$ cat config.mk
export PLATFORM = sky130hd
export DESIGN_NAME = triple_sdes_cipher
export DESIGN_NICKNAME = d
export VERILOG_FILES = /design/src/hw/rtl/tsdes_pkg.sv /design/src/hw/rtl/tsdes_round_cell.sv /design/src/hw/rtl/triple_sdes_cipher.sv
export SDC_FILE = /design/constraint.sdc
export NUM_CORES = 1
export LEC_CHECK = 0
export ABC_AREA = 1
export BUFFER_PORTS_ARGS = -buffer_cell sky130_fd_sc_hd__buf_2
export CORE_MARGIN = 1.5
export CORE_UTILIZATION = 28
export CTS_CLUSTER_SIZE = 28
export DETAILED_ROUTE_END_ITERATION = 8
export PLACE_DENSITY = 0.47
export REMOVE_ABC_BUFFERS = 1
export SYNTH_ARGS = -nofsm -noshare
export SYNTH_HDL_FRONTEND = slang
export SYNTH_HIERARCHICAL = 1
export SYNTH_SLANG_ARGS = --single-unit
$ cat constraint.sdc
create_clock -name clk -period 4.3 [get_ports clk]
set_input_delay 0.86 -clock clk [delete_from_list [all_inputs] [get_ports clk]]
set_output_delay 0.86 -clock clk [all_outputs]
set_load 0.05 [all_outputs]
$ cat src/hw/rtl/tsdes_pkg.sv
`default_nettype none

package tsdes_pkg;

  // Register map, indexed by paddr[3:2]
  localparam logic [1:0] REG_FIRST_KEY   = 2'd0;
  localparam logic [1:0] REG_SECOND_KEY  = 2'd1;
  localparam logic [1:0] REG_TRIPLE_MODE = 2'd2;

  localparam int unsigned NUM_CELLS = 6;

  // Permutation tables, positions counted 1-based from the MSB
  localparam int unsigned IP_TBL  [8]  = '{2, 6, 3, 1, 4, 8, 5, 7};
  localparam int unsigned IPI_TBL [8]  = '{4, 1, 3, 5, 7, 2, 8, 6};
  localparam int unsigned P10_TBL [10] = '{3, 5, 2, 7, 4, 10, 1, 9, 8, 6};
  localparam int unsigned P8_TBL  [8]  = '{6, 3, 7, 4, 8, 5, 10, 9};
  localparam int unsigned EP_TBL  [8]  = '{4, 1, 2, 3, 2, 3, 4, 1};
  localparam int unsigned P4_TBL  [4]  = '{2, 4, 3, 1};

  // S-boxes indexed by {row, col}
  localparam logic [1:0] S0_TBL [16] = '{
    2'd1, 2'd0, 2'd3, 2'd2,
    2'd3, 2'd2, 2'd1, 2'd0,
    2'd0, 2'd2, 2'd1, 2'd3,
    2'd3, 2'd1, 2'd3, 2'd2
  };
  localparam logic [1:0] S1_TBL [16] = '{
    2'd0, 2'd1, 2'd2, 2'd3,
    2'd2, 2'd0, 2'd1, 2'd3,
    2'd3, 2'd0, 2'd1, 2'd0,
    2'd2, 2'd1, 2'd0, 2'd3
  };

  // One pipeline slot: valid flag, decrypt command and the 8-bit block
  typedef struct packed {
    logic       valid;
    logic       dec;
    logic [7:0] blk;
  } stage_t;

  function automatic logic [7:0] perm_ip(input logic [7:0] v);
    logic [7:0] r;
    for (int i = 0; i < 8; i++) r[7-i] = v[8-IP_TBL[i]];
    return r;
  endfunction

  function automatic logic [7:0] perm_ipi(input logic [7:0] v);
    logic [7:0] r;
    for (int i = 0; i < 8; i++) r[7-i] = v[8-IPI_TBL[i]];
    return r;
  endfunction

  function automatic logic [9:0] perm_p10(input logic [9:0] v);
    logic [9:0] r;
    for (int i = 0; i < 10; i++) r[9-i] = v[10-P10_TBL[i]];
    return r;
  endfunction

  function automatic logic [7:0] perm_p8(input logic [9:0] v);
    logic [7:0] r;
    for (int i = 0; i < 8; i++) r[7-i] = v[10-P8_TBL[i]];
    return r;
  endfunction

  function automatic logic [7:0] perm_ep(input logic [3:0] v);
    logic [7:0] r;
    for (int i = 0; i < 8; i++) r[7-i] = v[4-EP_TBL[i]];
    return r;
  endfunction

  function automatic logic [3:0] perm_p4(input logic [3:0] v);
    logic [3:0] r;
    for (int i = 0; i < 4; i++) r[3-i] = v[4-P4_TBL[i]];
    return r;
  endfunction

  function automatic logic [1:0] sbox0(input logic [3:0] v);
    return S0_TBL[{v[3], v[0], v[2:1]}];
  endfunction

  function automatic logic [1:0] sbox1(input logic [3:0] v);
    return S1_TBL[{v[3], v[0], v[2:1]}];
  endfunction

  // Round function: expand, mix subkey, substitute, permute
  function automatic logic [3:0] feistel(input logic [3:0] half, input logic [7:0] sk);
    logic [7:0] x;
    x = perm_ep(half) ^ sk;
    return perm_p4({sbox0(x[7:4]), sbox1(x[3:0])});
  endfunction

  // Subkey 1: P10, rotate each half by one, P8
  function automatic logic [7:0] sched_k1(input logic [9:0] key);
    logic [9:0] p;
    p = perm_p10(key);
    return perm_p8({p[8:5], p[9], p[3:0], p[4]});
  endfunction

  // Subkey 2: P10, rotate each half by three in total, P8
  function automatic logic [7:0] sched_k2(input logic [9:0] key);
    logic [9:0] p;
    p = perm_p10(key);
    return perm_p8({p[6:5], p[9:7], p[1:0], p[4:2]});
  endfunction

endpackage

`default_nettype wire

$ cat src/hw/rtl/tsdes_round_cell.sv
`default_nettype none

module tsdes_round_cell import tsdes_pkg::*; (
  input  logic       clk,
  input  logic       rst,
  input  logic [7:0] sub1,
  input  logic [7:0] sub2,
  input  logic       mid_pass,
  input  logic       odd_round,
  input  logic       bypass,
  input  stage_t     up,
  output logic       up_ready,
  output stage_t     down,
  input  logic       down_ready
);

  logic       use_k2;
  logic [7:0] sk;
  logic [3:0] mixed;
  logic [7:0] blk_next;

  assign up_ready = !down.valid || down_ready;

  // Decrypt order reverses the subkeys; the middle pass runs the opposite command
  assign use_k2   = up.dec ^ mid_pass ^ odd_round;
  assign sk       = use_k2 ? sub2 : sub1;
  assign mixed    = up.blk[7:4] ^ feistel(up.blk[3:0], sk);

  // Swap halves after the first round of a pass only
  always_comb begin
    if (bypass) begin
      blk_next = up.blk;
    end else if (odd_round) begin
      blk_next = {mixed, up.blk[3:0]};
    end else begin
      blk_next = {up.blk[3:0], mixed};
    end
  end

  always_ff @(posedge clk) begin
    if (rst) begin
      down.valid <= 1'b0;
    end else if (up_ready) begin
      down.valid <= up.valid;
      if (up.valid) begin
        down.dec <= up.dec;
        down.blk <= blk_next;
      end
    end
  end

  a_hold: assert property (@(posedge clk) disable iff (rst)
    down.valid && !down_ready |=> down.valid && $stable(down.blk) && $stable(down.dec))
    else $error("stalled cell lost or changed its transaction");

  a_load: assert property (@(posedge clk) disable iff (rst)
    up.valid && up_ready |=> down.valid)
    else $error("accepted transaction not held by cell");

endmodule

`default_nettype wire

$ cat src/hw/rtl/triple_sdes_cipher.sv
`default_nettype none

// Channel   Dir  Payload                                   Handshake
// s_axis    in   tdata: data_in[7:0]; tuser: cmd          tvalid/tready
// m_axis    out  tdata: data_out[7:0]                      tvalid/tready
// apb       in   first_key, second_key, triple_mode       psel/penable/pready
//
// Six round cells in a row, one Feistel round each; a block passes the cell
// registers in turn; a new block may enter each cycle unless the chain is full.
// In single mode the last four cells pass the block through unchanged.
// Each cell holds its transaction until the next one frees, so bubbles close up
// and input is taken while a result waits on the output.
// Reset (synchronous) empties the cells and loads the register defaults.
module triple_sdes_cipher import tsdes_pkg::*; (
  input  logic        clk,
  input  logic        rst,
  input  logic        s_axis_tvalid,
  output logic        s_axis_tready,
  input  logic [7:0]  s_axis_tdata,   // [7:0] data_in
  input  logic        s_axis_tuser,   // [0] cmd
  output logic        m_axis_tvalid,
  input  logic        m_axis_tready,
  output logic [7:0]  m_axis_tdata,   // [7:0] data_out
  input  logic        psel,
  input  logic        penable,
  input  logic        pwrite,
  input  logic [3:0]  paddr,
  input  logic [31:0] pwdata,
  output logic [31:0] prdata,
  output logic        pready
);

  logic [9:0] first_key;
  logic [9:0] second_key;
  logic       triple_mode;
  logic       cfg_wr;

  logic [7:0] k1_sub1;
  logic [7:0] k1_sub2;
  logic [7:0] k2_sub1;
  logic [7:0] k2_sub2;

  stage_t chain [NUM_CELLS+1];
  logic   ready [NUM_CELLS+1];

  assign pready = 1'b1;
  assign cfg_wr = psel && penable && pwrite && pready;

  always_ff @(posedge clk) begin
    if (rst) begin
      first_key   <= 10'd0;
      second_key  <= 10'd0;
      triple_mode <= 1'b1;
    end else if (cfg_wr) begin
      case (paddr[3:2])
        REG_FIRST_KEY:   first_key   <= pwdata[9:0];
        REG_SECOND_KEY:  second_key  <= pwdata[9:0];
        REG_TRIPLE_MODE: triple_mode <= pwdata[0];
        default: ;
      endcase
    end
  end

  always_comb begin
    case (paddr[3:2])
      REG_FIRST_KEY:   prdata = {22'd0, first_key};
      REG_SECOND_KEY:  prdata = {22'd0, second_key};
      REG_TRIPLE_MODE: prdata = {31'd0, triple_mode};
      default:         prdata = 32'd0;
    endcase
  end

  assign k1_sub1 = sched_k1(first_key);
  assign k1_sub2 = sched_k2(first_key);
  assign k2_sub1 = sched_k1(second_key);
  assign k2_sub2 = sched_k2(second_key);

  // Initial permutation on entry; inner IP/IP^-1 pairs cancel between passes
  assign chain[0].valid = s_axis_tvalid;
  assign chain[0].dec   = s_axis_tuser;
  assign chain[0].blk   = perm_ip(s_axis_tdata);
  assign s_axis_tready  = ready[0];

  for (genvar i = 0; i < NUM_CELLS; i++) begin : g_cell
    localparam bit MID = ((i / 2) == 1);
    localparam bit ODD = ((i % 2) == 1);
    localparam bit OUTER_ONLY = (i < 2);

    tsdes_round_cell u_cell (
      .clk        (clk),
      .rst        (rst),
      .sub1       (MID ? k2_sub1 : k1_sub1),
      .sub2       (MID ? k2_sub2 : k1_sub2),
      .mid_pass   (MID),
      .odd_round  (ODD),
      .bypass     (!OUTER_ONLY && !triple_mode),
      .up         (chain[i]),
      .up_ready   (ready[i]),
      .down       (chain[i+1]),
      .down_ready (ready[i+1])
    );
  end

  assign m_axis_tvalid     = chain[NUM_CELLS].valid;
  assign m_axis_tdata      = perm_ipi(chain[NUM_CELLS].blk);
  assign ready[NUM_CELLS]  = m_axis_tready;

  a_mode_wr: assert property (@(posedge clk) disable iff (rst)
    cfg_wr && paddr[3:2] == REG_TRIPLE_MODE |=> triple_mode == $past(pwdata[0]))
    else $error("mode register write not taken");

  a_reset_empty: assert property (@(posedge clk)
    $past(rst) |-> !m_axis_tvalid)
    else $error("output valid right after reset");

endmodule

`default_nettype wire

==> flow_summary.ini <==
[global_route]
grt_pass1_vias = 7333
grt-ovfl-total = 0
grt_pass1_wl_um = 38000
grt_max_degree = 25
antenna_found_initial = 0
track_usage = 0.158

[placed_design]
dp_hpwl_um = 17800
gp_congestion = 0.809
io_buffers = 47

[floorplanning]
die_area_sq_um = 30100
std_cell_rows = 62
chipHeight_um = 174
core_sq_um = 28600
io_pins = 95
start_util = 0.284
die_w_um = 174

[sta]
holdWs_ns = 0.466
finalHoldViolations = 0
finalSetupViolCount = 0
clock.fmax_ghz = 0.288
rsz0062_at_grt = false
worstMarginPinSlew_ns = 1.13
final.setup.tns_ns = 0
final.setup_skew_ns = 0.0102
fin_crit_sh = 0.806
min_period_ns = 3.47
slew_headroom = 0.243
slew_violations = 0

[worst_setup_path]
critPathCaptureType = primary output
path_max_fanout = 2
cp-start-kind = primary input
r2r_end = g_cell[4].u_cell/down[1]
worst_path_max_delay_cell = nor2_1
reg2reg_setup_slack_ns = 1.84
crit-reg2reg-launch = g_cell[3].u_cell/down[8]
max_stage_delay_ns = 0.22
critPathRequiredTime_ns = 3.44
cp_top_family = simple AND/OR/NAND/NOR gates
r2r_cells = 14
cp_num_buf_inv = 8
cp.arrival_ns = 2.61
path_cells = buf_2, nor2_1, inv_1, nor2_1, inv_1, nor2_1, inv_1, nor2_1, inv_1, nor2_1, inv_1, nor2_1, inv_1, buf_2
critical_path_class = primary input to primary output

[pwr]
ir_worst_vdd_mv = 0.155
p_leak_uw = 0.00453
pwr_density_cell_nw_per_um2 = 250

[run_status]
status = complete, no violations

[clock_network]
clock_sinks = 80
htree_num_levels = 3
cts_resized = 0
cts_buffer_depth = 2
cts_made_buffers = 9
cts_setup_buffers = 0
cts_tree = done
cts_root_buf = clkbuf_16
clkSlewWorstSetupHoldPaths_ns = 0.07
worstSkewPairLatency_ns = 0.36
cts_hold_buf = 0

[detailed_routing]
drt_pass1_iterations = 5
wire_per_inst_um = 12.9
vias = 8135
detail-route-antenna-nets = 0
via_per_inst = 4.53
drc_errors = 0
wl_um = 23200
drt_iter0_drc = 505

[worst_hold_path]
whs_endpoint = g_cell[1].u_cell/down[9]
hold_start = g_cell[0].u_cell/down[9]
holdCritPathClass = flip-flop to flip-flop
whs_path_depth = 2

[yosys]
synth_cells = 1322
synth_warnings = 6
postSynthAreaPerCell_sq_um = 6.16
synth_area_sq_um = 8140

[flow_run]
drv_cap = 0

[final_layout]
fillCellCount = 3184
final_layout_size_suffix_gt1_frac = 0.128
num_antenna_cells = 0
fin_nets = 1466
syn_to_final_growth_pct = 11.4
[tightest hold or removal path, delay by kind of cell, from the launching register on]
kind                   cells  cell delay [ns]
AO/OA/AOI/OAI              1             0.06
flip-flops                 1             0.31
buffers and inverters      1             0.06
[through the flow]
stage	setup WS, ns	utilization	total power [uW]	instances	area, sq um
2_1_floorplan	1.34	-	1340	1341	7990
3_3_place_gp	0.829	0.306	1460	1781	8770
3_5_place_dp	0.828	0.306	1460	1781	8770
4_1_cts	0.812	0.317	2290	1797	9070
5_1_grt	0.564	0.317	2410	1797	9070
6_report	0.833	0.317	2270	1797	9070
[layout make-up]
class                   instances  area [sq um]  area share
repair buffers                 56           303      0.0334
clock inverters                 7          77.6     0.00855
flip-flops and latches         80          2130       0.235
inverters                     238           893      0.0985
clock buffers                   9           225      0.0248
multi-input cells            1023          4960       0.547
well taps                     384           480      0.0530
[where the power goes]
part	leakage [uW]	switching [uW]	total, uW	internal [uW]
logic	0.00368	408	585	177
clock network	0.000147	353	810	456
registers	0.000703	29.6	874	844
[state kept, by name, summed over array words and instances, names as in the netlist]
name and cells:
second_key 10, triple_mode 1, first_key 10, g_cell.u_cell/down 59
[per-layer routing]
layer	part of all wire	wire, um	global-route usage	up-vias
met2	0.47	11000	0.268	147
met1	0.48	11100	0.207	3683
met5	0	0	0	-
met4	0.013	301	0.0348	0
li1	-	-	-	4286
met3	0.034	798	0.0305	19
[worst max path at each step]
stage | startpoint | cells past startpoint | endpoint
6_report | m_axis_tready | 14 | s_axis_tready
5_1_grt | m_axis_tready | 14 | s_axis_tready
4_1_cts | m_axis_tready | 14 | s_axis_tready
3_5_place_dp | m_axis_tready | 14 | s_axis_tready
3_3_place_gp | m_axis_tready | 14 | s_axis_tready
2_1_floorplan | m_axis_tready | 12 | s_axis_tready
[cells in the final DEF (no fill, tap or decap)]
| master | n |
|---|---|
| nand3_2 | 15 |
| inv_6 | 3 |
| conb_1 | 70 |
| ha_1 | 6 |
| inv_2 | 10 |
| nand3_1 | 312 |
| buf_2 | 47 |
| edfxtp_1 | 53 |
| o21ai_0 | 1 |
| clkinvlp_4 | 1 |
| nand2_4 | 7 |
| o211ai_1 | 1 |
| nor3_1 | 6 |
| inv_1 | 228 |
| clkinv_4 | 1 |
| buf_4 | 9 |
| or2_1 | 6 |
| nor2_2 | 7 |
| nor2_4 | 2 |
| nand3_4 | 12 |
| clkbuf_16 | 9 |
| nor2_1 | 55 |
| nand2_2 | 56 |
| a22oi_1 | 24 |
| nand2_1 | 422 |
| a22o_1 | 9 |
| a21oi_1 | 6 |
| nand3b_1 | 6 |
| dfxtp_1 | 27 |
| clkinv_2 | 1 |
| bufinv_16 | 1 |
Power figures use the tool's default switching activity.
